<file path="src/rtl/core/fts_pkg.sv">
// shared types, constants and the helper function of the fibonacci table search
`default_nettype none
package fts_pkg;

	localparam int TABLE_DEPTH = 1024;
	localparam int VALUE_WIDTH = 32;
	localparam int ADDR_W      = $clog2(TABLE_DEPTH);
	localparam int CNT_W       = $clog2(TABLE_DEPTH + 1);
	localparam int FIB_N       = 32;
	localparam int FIB_IDX_W   = $clog2(FIB_N);

	typedef logic signed [VALUE_WIDTH-1:0] value_t;
	typedef logic [ADDR_W-1:0]             addr_t;
	typedef logic [CNT_W-1:0]              count_t;
	typedef logic [FIB_IDX_W-1:0]          fib_idx_t;

	localparam logic CMD_WRITE  = 1'b0;
	localparam logic CMD_SEARCH = 1'b1;

	// fibonacci numbers F(0) .. F(31)
	localparam logic [31:0] FIB_TAB [FIB_N] = '{
		32'd0, 32'd1, 32'd1, 32'd2, 32'd3, 32'd5, 32'd8, 32'd13,
		32'd21, 32'd34, 32'd55, 32'd89, 32'd144, 32'd233, 32'd377, 32'd610,
		32'd987, 32'd1597, 32'd2584, 32'd4181, 32'd6765, 32'd10946, 32'd17711, 32'd28657,
		32'd46368, 32'd75025, 32'd121393, 32'd196418, 32'd317811, 32'd514229,
		32'd832040, 32'd1346269
	};

	typedef enum logic [1:0] {
		ACC_NONE  = 2'd0,
		ACC_PROBE = 2'd1,
		ACC_FINAL = 2'd2
	} acc_mode_t;

	typedef struct packed {
		acc_mode_t mode;
		addr_t     addr;
	} access_t;

	// table port request from the sequencer
	typedef struct packed {
		logic   wr_en;
		addr_t  wr_addr;
		value_t wr_data;
		addr_t  rd_addr;
	} mem_req_t;

	// next table access for a fibonacci index k and offset+1
	function automatic access_t next_access(input fib_idx_t k, input count_t off1,
		input count_t n);
		access_t        a;
		logic [CNT_W:0] s;
		fib_idx_t       km2;
		km2    = k - FIB_IDX_W'(2);
		s      = {1'b0, off1} + FIB_TAB[km2][CNT_W:0];
		a.mode = ACC_NONE;
		a.addr = '0;
		if (k >= FIB_IDX_W'(3)) begin
			a.mode = ACC_PROBE;
			if (s > {1'b0, n}) begin
				a.addr = ADDR_W'(n - CNT_W'(1));
			end else begin
				a.addr = ADDR_W'(s - (CNT_W+1)'(1));
			end
		end else if (k != FIB_IDX_W'(1) && off1 < n) begin
			a.mode = ACC_FINAL;
			a.addr = ADDR_W'(off1);
		end
		return a;
	endfunction

endpackage
`default_nettype wire

</file>
<file path="src/rtl/core/fts_if.sv">
// channel interfaces: configuration, command requests and search results
`default_nettype none
interface fts_cfg_if;
	import fts_pkg::*;
	logic   valid;
	logic   ready;
	count_t entry_count;
	modport source (output valid, output entry_count, input ready);
	modport sink (input valid, input entry_count, output ready);
endinterface

interface fts_cmd_if;
	import fts_pkg::*;
	logic   valid;
	logic   ready;
	logic   command;
	addr_t  entry_index;
	value_t entry_value;
	value_t search_key;
	modport source (output valid, output command, output entry_index, output entry_value,
		output search_key, input ready);
	modport sink (input valid, input command, input entry_index, input entry_value,
		input search_key, output ready);
endinterface

interface fts_res_if;
	import fts_pkg::*;
	logic  valid;
	logic  ready;
	logic  found;
	addr_t found_index;
	modport source (output valid, output found, output found_index, input ready);
	modport sink (input valid, input found, input found_index, output ready);
endinterface
`default_nettype wire

</file>
<file path="src/rtl/core/fts_search_ctrl.sv">
// search sequencer: count register, probe steps, final check and result register
`default_nettype none
module fts_search_ctrl (
	input  wire logic              clk,
	input  wire logic              arst_n,
	fts_cfg_if.sink                cfg,
	fts_cmd_if.sink                cmd,
	fts_res_if.source              result,
	output fts_pkg::mem_req_t      mem_req,
	input  wire fts_pkg::value_t   rd_data
);
	import fts_pkg::*;

	typedef enum logic [3:0] {
		ST_IDLE   = 4'b0001,
		ST_PROBE  = 4'b0010,
		ST_FINAL  = 4'b0100,
		ST_RESULT = 4'b1000
	} state_t;

	state_t   state_q, state_d;
	count_t   count_q;
	value_t   key_q;
	fib_idx_t k_q, k_d, k0;
	count_t   off1_q, off1_d;
	addr_t    idx_q;
	logic     res_found_q, res_found_d;
	addr_t    res_index_q, res_index_d;
	logic     out_valid_q;
	logic     out_found_q;
	addr_t    out_index_q;

	access_t  acc_start, acc_lt, acc_gt, acc;
	logic     acc_take;
	logic     cmd_take, out_load;
	logic     hit, less;

	assign cfg.ready = 1'b1;
	assign cmd.ready = (state_q == ST_IDLE);
	assign cmd_take  = cmd.valid && cmd.ready;
	assign out_load  = (state_q == ST_RESULT) && (!out_valid_q || result.ready);

	assign result.valid       = out_valid_q;
	assign result.found       = out_found_q;
	assign result.found_index = out_index_q;

	// smallest k >= 2 with F(k) >= count
	always_comb begin
		k0 = FIB_IDX_W'(2);
		for (int i = FIB_N - 1; i >= 2; i--) begin
			if (FIB_TAB[i] >= 32'(count_q)) begin
				k0 = FIB_IDX_W'(i);
			end
		end
	end

	assign acc_start = next_access(k0, '0, count_q);
	// both follow-up probes are prepared before the compare settles
	assign acc_lt    = next_access(k_q - FIB_IDX_W'(1), count_t'(idx_q) + count_t'(1), count_q);
	assign acc_gt    = next_access(k_q - FIB_IDX_W'(2), off1_q, count_q);
	assign hit       = (rd_data == key_q);
	assign less      = (rd_data < key_q);

	always_comb begin
		state_d     = state_q;
		k_d         = k_q;
		off1_d      = off1_q;
		res_found_d = res_found_q;
		res_index_d = res_index_q;
		acc         = acc_start;
		acc_take    = 1'b0;
		unique case (state_q)
			ST_IDLE: begin
				if (cmd_take && cmd.command == CMD_SEARCH) begin
					acc      = acc_start;
					acc_take = 1'b1;
					k_d      = k0;
					off1_d   = '0;
				end
			end
			ST_PROBE: begin
				if (hit) begin
					res_found_d = 1'b1;
					res_index_d = idx_q;
					state_d     = ST_RESULT;
				end else if (less) begin
					acc      = acc_lt;
					acc_take = 1'b1;
					k_d      = k_q - FIB_IDX_W'(1);
					off1_d   = count_t'(idx_q) + count_t'(1);
				end else begin
					acc      = acc_gt;
					acc_take = 1'b1;
					k_d      = k_q - FIB_IDX_W'(2);
				end
			end
			ST_FINAL: begin
				res_found_d = hit;
				res_index_d = hit ? idx_q : '0;
				state_d     = ST_RESULT;
			end
			ST_RESULT: begin
				if (out_load) begin
					state_d = ST_IDLE;
				end
			end
			default: begin
				state_d = ST_IDLE;
			end
		endcase
		if (acc_take) begin
			unique case (acc.mode)
				ACC_PROBE: state_d = ST_PROBE;
				ACC_FINAL: state_d = ST_FINAL;
				ACC_NONE: begin
					res_found_d = 1'b0;
					res_index_d = '0;
					state_d     = ST_RESULT;
				end
				default: state_d = ST_IDLE;
			endcase
		end
	end

	always_comb begin
		mem_req.wr_en   = cmd_take && cmd.command == CMD_WRITE;
		mem_req.wr_addr = cmd.entry_index;
		mem_req.wr_data = cmd.entry_value;
		mem_req.rd_addr = acc.addr;
	end

	always_ff @(posedge clk or negedge arst_n) begin
		if (!arst_n) begin
			state_q     <= ST_IDLE;
			count_q     <= '0;
			out_valid_q <= 1'b0;
		end else begin
			state_q <= state_d;
			if (cfg.valid && cfg.ready) begin
				count_q <= (cfg.entry_count > count_t'(TABLE_DEPTH)) ?
					count_t'(TABLE_DEPTH) : cfg.entry_count;
			end
			if (out_load) begin
				out_valid_q <= 1'b1;
			end else if (result.ready) begin
				out_valid_q <= 1'b0;
			end
		end
	end

	always_ff @(posedge clk) begin
		if (cmd_take) begin
			key_q <= cmd.search_key;
		end
		if (acc_take) begin
			idx_q <= acc.addr;
		end
		k_q         <= k_d;
		off1_q      <= off1_d;
		res_found_q <= res_found_d;
		res_index_q <= res_index_d;
		if (out_load) begin
			out_found_q <= res_found_q;
			out_index_q <= res_index_q;
		end
	end

endmodule
`default_nettype wire

</file>
<file path="src/flat_wrapper.sv">
// flat-port wrapper written by rule: the top's interface ports become plain ports
module fts_search_ctrl_flat import fts_pkg::*;
  (clk, arst_n, mem_req, rd_data, cfg_valid, cfg_entry_count, cfg_ready, cmd_valid, cmd_command, cmd_entry_index, cmd_entry_value, cmd_search_key, cmd_ready, result_valid, result_found, result_found_index, result_ready);
  fts_cfg_if cfg_i ();
  fts_cmd_if cmd_i ();
  fts_res_if result_i ();
  input  wire logic clk;
  input  wire logic arst_n;
  output fts_pkg::mem_req_t mem_req;
  input  wire fts_pkg::value_t rd_data;
  input wire logic [$bits(cfg_i.valid)-1:0] cfg_valid;
  input wire logic [$bits(cfg_i.entry_count)-1:0] cfg_entry_count;
  output wire logic [$bits(cfg_i.ready)-1:0] cfg_ready;
  input wire logic [$bits(cmd_i.valid)-1:0] cmd_valid;
  input wire logic [$bits(cmd_i.command)-1:0] cmd_command;
  input wire logic [$bits(cmd_i.entry_index)-1:0] cmd_entry_index;
  input wire logic [$bits(cmd_i.entry_value)-1:0] cmd_entry_value;
  input wire logic [$bits(cmd_i.search_key)-1:0] cmd_search_key;
  output wire logic [$bits(cmd_i.ready)-1:0] cmd_ready;
  output wire logic [$bits(result_i.valid)-1:0] result_valid;
  output wire logic [$bits(result_i.found)-1:0] result_found;
  output wire logic [$bits(result_i.found_index)-1:0] result_found_index;
  input wire logic [$bits(result_i.ready)-1:0] result_ready;
  assign cfg_i.valid = cfg_valid;
  assign cfg_i.entry_count = cfg_entry_count;
  assign cfg_ready = cfg_i.ready;
  assign cmd_i.valid = cmd_valid;
  assign cmd_i.command = cmd_command;
  assign cmd_i.entry_index = cmd_entry_index;
  assign cmd_i.entry_value = cmd_entry_value;
  assign cmd_i.search_key = cmd_search_key;
  assign cmd_ready = cmd_i.ready;
  assign result_valid = result_i.valid;
  assign result_found = result_i.found;
  assign result_found_index = result_i.found_index;
  assign result_i.ready = result_ready;
  fts_search_ctrl u_core (.clk(clk), .arst_n(arst_n), .cfg(cfg_i), .cmd(cmd_i), .result(result_i), .mem_req(mem_req), .rd_data(rd_data));
endmodule
</file>
<file path="config.mk">
export PLATFORM = sky130hd
export DESIGN_NAME = fts_search_ctrl_flat
export DESIGN_NICKNAME = d
export VERILOG_FILES = /design/src/rtl/core/fts_pkg.sv /design/src/rtl/core/fts_if.sv /design/src/rtl/core/fts_search_ctrl.sv /design/src/flat_wrapper.sv
export SDC_FILE = /design/constraint.sdc
export NUM_CORES = 1
export LEC_CHECK = 0
export ABC_AREA = 0
export BUFFER_PORTS_ARGS = -buffer_cell sky130_fd_sc_hd__buf_2
export CORE_UTILIZATION = 30
export CTS_BUF_LIST = sky130_fd_sc_hd__clkbuf_2
export CTS_CLUSTER_DIAMETER = 80
export DETAILED_ROUTE_END_ITERATION = 8
export PLACE_DENSITY = 0.52
export RECOVER_POWER = 25
export SKIP_CTS_REPAIR_TIMING = 1
export SLEW_MARGIN = 30
export SYNTH_ARGS = -nofsm -noshare
export SYNTH_HDL_FRONTEND = slang
export SYNTH_SLANG_ARGS = --single-unit
</file>
<file path="constraint.sdc">
create_clock -name clk -period 6.95 [get_ports clk]
set_input_delay 0.695 -clock clk [delete_from_list [all_inputs] [get_ports clk]]
set_output_delay 0.695 -clock clk [all_outputs]
set_load 0.02 [all_outputs]
</file>
==> impl_metrics.yaml, run 1 <==
global_route:
  grt_util_all_layers: 0.1886
  grt_pass1_wl_um: 54320
  grt_overflow: 0
  grt_pass1_vias: 9699
  grt_max_degree: 36
  antenna_found_initial: 0
synth:
  yosysWarningCount: 0
  ys.flop_type: "edfxtp_1"
  synth_nets: 1541
  synth-edff-count: 69
  async_reset_ff_frac: 0.1667
  avgSynthCellArea_um2: 8.528
  synth_area_leaders: "edfxtp_1, ha_1, nor2_1"
  synth_top_area_frac: 0.1913
  syn-cell-area_mm2: 0.01083
  yosysUniqueCellTypes: 100
  synthCells: 1270
  yosysSeqAreaShare: 0.2487
  yosys.area.top_type: "edfxtp_1"
  ys_ff_latch: 96
worst_setup_path:
  setup.worst_path.end: "mem_req[1]"
  path_delay_family: "compound AO/OA/AOI/OAI gates"
  r2r-end: "u_core.idx_q[6]$_DFFE_PP_"
  critPathLaunch: "u_core.k_q[1]$_DFFE_PP_"
  cp.required_ns: 6.25
  crit_type: "reg2out"
  cpPeakStageDelay_ns: 0.53
  end_kind: "output pin"
  cp_num_cells: 29
  start_kind: "flop"
  crit_arrival_ns: 6.69
  reg2reg_from: "u_core.k_q[1]$_DFFE_PP_"
  slowest_stage: "edfxtp_1"
  rr_worst_depth: 29
  r2r_setup_slack_ns: 0.85
  worstPathMaxFanout: 7
  path_buf_inv: 4
floorplanning:
  dieHeight_um: 192.0
  ios: 190
  dieArea_mm2: 0.03687
  rows: 69
  initial_utilization: 0.3045
  core-area_mm2: 0.03557
  die_w_um: 192.0
finish:
  final_cell_area_mm2: 0.01308
  final_layout_size_suffix_gt1_frac: 0.2523
  nNetsFinal: 1693
  area_growth_pct: 20.74
placement:
  hpwl_um: 28700
  port-buffer-count: 104
  dpl-instance-area_mm2: 0.01219
  place.gp.congestion: 0.9293
clocking:
  clkLatencyLatePin_ns: 0.68
  htreeDepth: 3
  clk_pin_slew_worst_paths_ns: 0.37
  clock_path_buffers: 2
  cts_buffers: 9
  cts_root_buf: "clkbuf_2"
  cts_tree: "yes"
  clock_sinks: 96
sta:
  whs_ns: 0.1899
  timing.final.crit_share: 1.062
  period_needed_ns: 7.383
  rsz0062_at_grt: "true"
  fin_ws_ns: -0.4326
  tightestPinTransition_ns: 1.069
  slew-limit-headroom: 0.2811
  setup_violations: 10
  slew_violations: 0
  fin_skew_ns: 0.07674
  hold_viol_final: 0
  fmax_mhz: 135.5
power:
  powerDensity_mw_per_mm2: 510.8
  p_leak_nw: 5.522
  irDropWorstVdd_mv: 0.2527
detailed_routing:
  route.detailed.drc: 0
  drtIter0Drc: 787
  firstDrtPassIters: 8
  drt-total-wl_um: 36460
  via_per_inst: 5.532
  vias: 10450
  ant_nets: 0
  wl_per_cell_um: 19.30
outcome:
  outcome: "finished with violations"
  violations: "setup timing"
job:
  maxCapViolations: 0
hold_path:
  hp-class: "in2reg"
-- final cells by class --
cell class / count / area, µm²
fillers: 3611 / 22490
diodes: 1 / 2.502
clock buffers: 9 / 45.04
well taps: 461 / 576.8
inverters: 88 / 336.6
repair buffers: 231 / 1521
multi-input cells: 996 / 7829
flip-flops and latches: 96 / 2694
clock inverters: 7 / 71.32
-- power breakdown --
group | leakage (nW) | switching [W] | total (W) | internal [W]
clock | 0.0657 | 0.000235 | 0.000293 | 0.0000585
sequential | 0.935 | 0.0000717 | 0.000809 | 0.000737
combinational | 4.52 | 0.00311 | 0.00558 | 0.00247
total | 5.52 | 0.00341 | 0.00668 | 0.00327
-- through the flow --
| step | TNS [ns] | instances | worst slack [ns] | total power [W] | util |
|---|---|---|---|---|---|
| floorplan | 0 | 1270 | 0.009778 | 0.004207 | - |
| global placement | 0 | 1840 | 0.06977 | 0.005660 | 0.3424 |
| detailed placement | -0.009220 | 1840 | -0.009220 | 0.005692 | 0.3427 |
| CTS | -7.482 | 1856 | -0.8302 | 0.006001 | 0.3459 |
| global route | -6.184 | 1888 | -0.6815 | 0.007177 | 0.3676 |
| finish | -3.682 | 1889 | -0.4326 | 0.006680 | 0.3676 |
-- metal layers --
metal,part of all wire,global-route usage,vias to the layer above,wire length (µm)
met5,0,0,-,0
met4,0.021,0.04694,0,783
met3,0.065,0.02010,49,2352
met2,0.47,0.3221,380,17140
met1,0.44,0.2519,5021,16180
li1,-,-,5000,-
-- how the worst min path moves through the flow --
stage,end,from,depth (start not counted),slack (ns)
floorplan,u_core.count_q[0]$_DFFE_PN0P_,arst_n,0,0.40
CTS,u_core.state_q[3]$_DFFE_PN0P_,arst_n,1,-0.08
finish,u_core.key_q[24]$_DFFE_PP_,cmd_search_key[24],1,0.19
global placement,u_core.result.found_index[5]$_DFFE_PP_,u_core.res_index_q[5]$_DFF_P_,0,0.42
global route,u_core.key_q[24]$_DFFE_PP_,cmd_search_key[24],1,0.14
detailed placement,u_core.result.found_index[4]$_DFFE_PP_,u_core.res_index_q[4]$_DFF_P_,0,0.42
-- cells in the mapped netlist, types with 6 or more instances --
cell,instances
xor2_1,27
o21a_1,14
a21oi_1,80
a22oi_1,11
nand2_1,93
o31ai_1,6
buf_4,45
a31oi_1,11
dfxtp_1,11
dfrtp_1,15
o21ai_0,77
nor2b_1,11
or3_1,10
nor2_1,110
and2_1,6
clkbuf_1,33
a211oi_1,15
a2111oi_0,7
o211ai_1,12
nor4_1,13
a21o_1,21
nand2b_1,13
nand4_1,20
nand3_1,34
buf_2,11
xnor2_1,38
mux2i_1,16
or2_2,6
ha_1,146
nand3b_1,9
o221ai_1,10
and4_1,6
edfxtp_1,69
nor3_1,27
o22ai_1,10
inv_1,84
a221oi_1,19
-- kinds of logic (layout without fill, tap and decap cells) --
| family | count (synthesis) | after routing | share of synthesized area |
|---|---|---|---|
| xor+xnor | 68 | 68 | 0.05834 |
| buf+inv | 178 | 335 | 0.07925 |
| other cells | 1 | 2 | 0.0003462 |
| compound gates | 366 | 366 | 0.2338 |
| mux | 22 | 22 | 0.02345 |
| fa+ha+maj | 148 | 148 | 0.1724 |
| flops | 96 | 96 | 0.2487 |
| simple gates | 391 | 391 | 0.1837 |
-- flip-flops by register name, summed over array words and instances, names as in the netlist --
| register | count |
|---|---|
| u_core.key_q | 32 |
| u_core.result.valid | 1 |
| u_core.res_index_q | 10 |
| u_core.result.found_index | 10 |
| u_core.result.found | 1 |
| u_core.idx_q | 10 |
| u_core.k_q | 5 |
| u_core.state_q | 4 |
| u_core.res_found_q | 1 |
| u_core.count_q | 11 |
| u_core.off1_q | 11 |
-- cells in the final DEF, fill, tap and decap left out, types with 10 or more instances in the layout --
| cell type | netlist | routed |
|---|---|---|
| nand2_1 | 93 | 88 |
| a21o_1 | 21 | 21 |
| o21ai_0 | 77 | 70 |
| a22oi_1 | 11 | 11 |
| o211ai_1 | 12 | 12 |
| buf_4 | 45 | 127 |
| dfrtp_1 | 15 | 15 |
| nor4_1 | 13 | 13 |
| nor3_1 | 27 | 25 |
| edfxtp_1 | 69 | 69 |
| xnor2_1 | 38 | 32 |
| nand2b_1 | 13 | 13 |
| a21oi_1 | 80 | 75 |
| xor2_1 | 27 | 24 |
| nor2b_1 | 11 | 10 |
| buf_2 | 11 | 95 |
| o21a_1 | 14 | 14 |
| mux2i_1 | 16 | 13 |
| inv_1 | 84 | 81 |
| a31oi_1 | 11 | 11 |
| a221oi_1 | 19 | 14 |
| ha_1 | 146 | 133 |
| nand3_1 | 34 | 33 |
| a211oi_1 | 15 | 13 |
| nor2_1 | 110 | 108 |
| dfxtp_1 | 11 | 11 |
| nand4_1 | 20 | 20 |
Power figures use the tool's default switching activity.
==> run 2, diff against run 1 <==
- clock period: 6.95 -> 6.4 ns (I/O delays scaled with it)
==> run 2 against run 1 <==
  * Sequential share of layout area is 0.49 points lower
  * Core utilization is 0.89 points higher
  * Critical endpoint is now mem_req[0]
  * Die area unchanged
  * Combinational power is 17% higher
  * Power up 15%
  * The flow still finishes with violations (setup timing)
  * Highest routed layer unchanged
==> impl_metrics.yaml, run 2 (synthesis gave the netlist of run 1 again) <==
outcome:
  outcome: "finished with violations"
  violations: "setup timing"
sta:
  fin_ws_ns: -0.7209
  slew_violations: 0
  fin_skew_ns: 0.05495
  period_needed_ns: 7.121
  hold_viol_final: 0
  setup_violations: 10
  timing.final.crit_share: 1.113
  fmax_mhz: 140.4
  timing.setup.tns_ns: -6.647
  rsz0062_at_grt: "true"
  slew-limit-headroom: 0.3320
  tightestPinTransition_ns: 0.9983
clocking:
  clock_path_buffers: 2
  cts_buffers: 9
  htreeDepth: 3
  cts_root_buf: "clkbuf_2"
  clk_pin_slew_worst_paths_ns: 0.33
  clock_sinks: 96
  clkLatencyLatePin_ns: 0.63
  cts_tree: "yes"
finish:
  top_register: "u_core.key_q"
  final_cell_mix: "buf_4, ha_1, nor2_1, buf_2, nand2_1"
  layout_commonest_cell: "buf_4"
  largest_reg_flops: 32
  nNetsFinal: 1719
  reg_top3: "u_core.key_q x32, u_core.count_q x11, u_core.off1_q x11"
  fill_cells: 3622
  area_growth_pct: 23.66
  final_layout_size_suffix_gt1_frac: 0.2746
worst_setup_path:
  crit_arrival_ns: 6.48
  crit_type: "reg2out"
  path_delay_family: "compound AO/OA/AOI/OAI gates"
  worstPathMaxFanout: 6
  end_kind: "output pin"
  start_kind: "flop"
  cpPeakStageDelay_ns: 0.55
  slowest_stage: "edfxtp_1"
  path_buf_inv: 5
  crit_path_frequent_cell: "a21oi_2"
  cp.required_ns: 5.76
global_route:
  grt_max_degree: 36
  grt_pass1_vias: 9994
  grt_util_all_layers: 0.1935
  grt_overflow: 0
  antenna_found_initial: 1
  grt_pass1_wl_um: 55330
floorplanning:
  ios: 190
  die_w_um: 192.0
  dieHeight_um: 192.0
  core-area_mm2: 0.03557
  dieArea_mm2: 0.03687
  initial_utilization: 0.3045
  rows: 69
power:
  irDropWorstVdd_mv: 0.4397
  powerDensity_mw_per_mm2: 574.4
  p_total_w: 0.007693
  p_leak_nw: 5.682
detailed_routing:
  ant_nets: 0
  drtIter0Drc: 678
  firstDrtPassIters: 5
  vias: 10540
  route.detailed.drc: 0
  wl_per_cell_um: 19.10
  drt-total-wl_um: 36580
  via_per_inst: 5.505
job:
  maxCapViolations: 0
placement:
  hpwl_um: 29070
  port-buffer-count: 104
  dp_slack_ns: -0.1573
  place.gp.congestion: 0.9063
hold_path:
  hp-class: "in2reg"
run 2: cell types whose count changed in the layout (fill, tap and decap cells not counted), sizes merged:
cell      delta
buf         +25
nor2         +1
clkinvlp     -1
clkinv       +1
run 2: cell type report:
| type | instances | area, µm² | share of cell area |
|---|---|---|---|
| well taps | 461 | 576.8 | 0.04307 |
| clock inverters | 7 | 61.31 | 0.004578 |
| multi-input cells | 997 | 7921 | 0.5915 |
| clock buffers | 9 | 45.04 | 0.003363 |
| diodes | 1 | 2.502 | 0.0001868 |
| inverters | 88 | 341.6 | 0.02550 |
| flip-flops and latches | 96 | 2694 | 0.2011 |
| repair buffers | 256 | 1750 | 0.1307 |
run 2: power breakdown:
group | total, W | internal [W] | switching (W) | leakage [nW]
Sequential | 0.000879 | 0.000801 | 0.0000784 | 0.935
Clock | 0.000303 | 0.0000596 | 0.000244 | 0.0629
Combinational | 0.00651 | 0.00294 | 0.00357 | 4.68
Total | 0.00769 | 0.00380 | 0.00390 | 5.68
run 2: metal layers:
metal / wire length [µm] / share of wire / vias up / global-route usage
met2: 16670 / 0.46 / 431 / 0.3214
met3: 2640 / 0.072 / 60 / 0.02540
met1: 16240 / 0.44 / 4980 / 0.2582
li1: - / - / 5072 / -
met4: 1029 / 0.028 / 0 / 0.06087
met5: 0 / 0 / - / 0
run 2: worst paths after layout:
path | startpoint | end | slack, ns | depth (start not counted)
max in group asynchronous | arst_n | u_core.count_q[1]$_DFFE_PN0P_ | 5.24 | 2
hold reg to reg | u_core.res_found_q$_DFF_P_ | u_core.result.found$_DFFE_PP_ | 0.48 | 0
setup / recovery | u_core.k_q[1]$_DFFE_PP_ | mem_req[0] | -0.72 | 30
min in group asynchronous | arst_n | u_core.count_q[0]$_DFFE_PN0P_ | 0.58 | 2
setup reg to reg | u_core.k_q[1]$_DFFE_PP_ | u_core.idx_q[2]$_DFFE_PP_ | 0.50 | 29
hold / removal | cmd_search_key[9] | u_core.key_q[9]$_DFFE_PP_ | 0.14 | 1
run 2: metrics by stage:
stage / util / cell area, µm² / cells / hold slack (ns)
3_5_place_dp: 0.3584 / 12750 / 1885 / 0.4254
5_1_grt: 0.3765 / 13390 / 1915 / 0.09715
6_report: 0.3765 / 13390 / 1915 / 0.1444
4_1_cts: 0.3614 / 12850 / 1901 / -0.1667
3_3_place_gp: 0.3579 / 12730 / 1885 / 0.4164
2_1_floorplan: - / 11140 / 1270 / 0.3444
==> run 3, diff against run 2 <==
- PLACE_DENSITY: 0.52 -> default
- PLACE_DENSITY_LB_ADDON: default -> 0.2
==> run 3 against run 2 <==
  * The flow still finishes with violations (setup timing)
  * Setup slack got worse by 0.19 ns
  * Routed wire length barely moved
  * Sequential power barely moved
  * Clock skew rose by 0.015 ns
  * Critical path type unchanged
  * Combinational power fell by 5.1%
  * Register-to-register slack got worse by 0.26 ns
  * First-iteration DRC count rose by 0.44%
==> impl_metrics.yaml, run 3 (synthesis gave the netlist of run 1 again) <==
finish:
  largest_reg_flops: 32
  regArea_mm2: 0.002694
  nNetsFinal: 1714
  top_register: "u_core.key_q"
  fill_cells: 3658
  reg_top3: "u_core.key_q x32, u_core.count_q x11, u_core.off1_q x11"
  multi_input_area_mm2: 0.007746
  area_growth_pct: 21.63
  final_layout_size_suffix_gt1_frac: 0.2576
  final_cell_mix: "buf_4, ha_1, nor2_1, buf_2, nand2_1"
  layout_commonest_cell: "buf_4"
floorplanning:
  ios: 190
  rows: 69
  core-area_mm2: 0.03557
  dieHeight_um: 192.0
  die_w_um: 192.0
  initial_utilization: 0.3045
  dieArea_mm2: 0.03687
clocking:
  cts_tree: "yes"
  clkLatencyLatePin_ns: 0.64
  clock_sinks: 96
  clock_path_buffers: 2
  clk_pin_slew_worst_paths_ns: 0.34
  cts_buffers: 9
  cts_root_buf: "clkbuf_2"
  htreeDepth: 3
hold_path:
  hp-class: "in2reg"
  holdCritStartpoint: "cmd_search_key[10]"
  holdPathStages: 1
outcome:
  outcome: "finished with violations"
  violations: "setup timing"
placement:
  hpwl_um: 29720
  dp_slack_ns: -0.2855
  port-buffer-count: 104
  place.gp.congestion: 0.9265
global_route:
  met2_usage: 0.3310
  busiest_layer: "met2"
  grt_pass1_wl_um: 55490
  antenna_found_initial: 1
  grt_overflow: 0
  grtUsageMet1: 0.2631
  grt_pass1_vias: 9767
  grt_max_degree: 36
  grt_util_all_layers: 0.1948
  use_met3: 0.02174
sta:
  hold_viol_final: 0
  whs_ns: 0.1517
  timing.final.crit_share: 1.143
  period_needed_ns: 7.315
  slew_violations: 0
  slew-limit-headroom: 0.3162
  rsz0062_at_grt: "true"
  tightestPinTransition_ns: 1.026
  fin_ws_ns: -0.9147
  fmax_mhz: 136.7
  fin_skew_ns: 0.07028
  timing.setup.tns_ns: -8.508
  setup_violations: 10
detailed_routing:
  route.detailed.drc: 0
  ant_nets: 0
  drtIter0Drc: 681
  firstDrtPassIters: 7
  via_per_inst: 5.442
  vias: 10390
  drt-total-wl_um: 36600
  wl_per_cell_um: 19.16
worst_setup_path:
  worstPathMaxFanout: 7
  crit_type: "reg2out"
  end_kind: "output pin"
  reg2reg_from: "u_core.k_q[1]$_DFFE_PP_"
  start_kind: "flop"
  cp.required_ns: 5.76
  cpPeakStageDelay_ns: 0.57
  critPathLaunch: "u_core.k_q[1]$_DFFE_PP_"
  slowest_stage: "edfxtp_1"
  rr_worst_depth: 30
  crit_arrival_ns: 6.67
power:
  powerDensity_mw_per_mm2: 558.9
  p_leak_nw: 5.637
  irDropWorstVdd_mv: 0.2818
  p_total_w: 0.007362
job:
  maxCapViolations: 0
run 3: cell count changes in the layout (fill, tap and decap cells not counted), sizes merged:
cell	previous run	this run
buf	254	248
clkinv	5	7
clkinvlp	2	0
clkdlybuf4s15	0	1
run 3: where the power goes:
part / switching, W / internal [W]
clock: 0.000242 / 0.0000635
combinational: 0.00341 / 0.00277
sequential: 0.0000765 / 0.000801
run 3: worst paths after layout:
path | endpoint | slack (ns)
max | mem_req[2] | -0.91
min reg2reg | u_core.result.found$_DFFE_PP_ | 0.48
min in group asynchronous | u_core.count_q[0]$_DFFE_PN0P_ | 0.66
max in group asynchronous | u_core.state_q[1]$_DFFE_PN0P_ | 5.09
max reg2reg | u_core.idx_q[7]$_DFFE_PP_ | 0.24
min | u_core.key_q[10]$_DFFE_PP_ | 0.15
run 3: final cells by class:
cell class,instances,share of cell area
Multi-Input combinational cell,997,0.5881
Sequential cell,96,0.2045
Timing Repair Buffer,251,0.1288
Tap cell,461,0.04379
Inverter,88,0.02593
Clock inverter,7,0.005319
Clock buffer,9,0.003419
Antenna cell,1,0.0001900
run 3: routing by layer:
| layer | up-vias | share of wire | wire length (µm) |
|---|---|---|---|
| met3 | 33 | 0.055 | 2030 |
| met1 | 4954 | 0.46 | 16660 |
| met5 | - | 0 | 0 |
| met2 | 355 | 0.47 | 17370 |
| li1 | 5052 | - | - |
| met4 | 0 | 0.015 | 550 |
run 3: metrics by stage:
step	std cells	instance area [µm²]	util
CTS	1901	12860	0.3616
floorplan	1270	11140	-
global route	1910	13170	0.3703
global placement	1884	12720	0.3575
finish	1910	13170	0.3703
detailed placement	1885	12750	0.3584
run 3: critical path: cells and delay by family, from the launching register on:
kind            cells  cell delay [ns]
compound gates     13             2.35
fa+ha+maj           4             1.07
buf+inv             4             0.75
simple gates        4             0.74
flops               1             0.57
xor+xnor            3             0.31
mux                 1             0.24
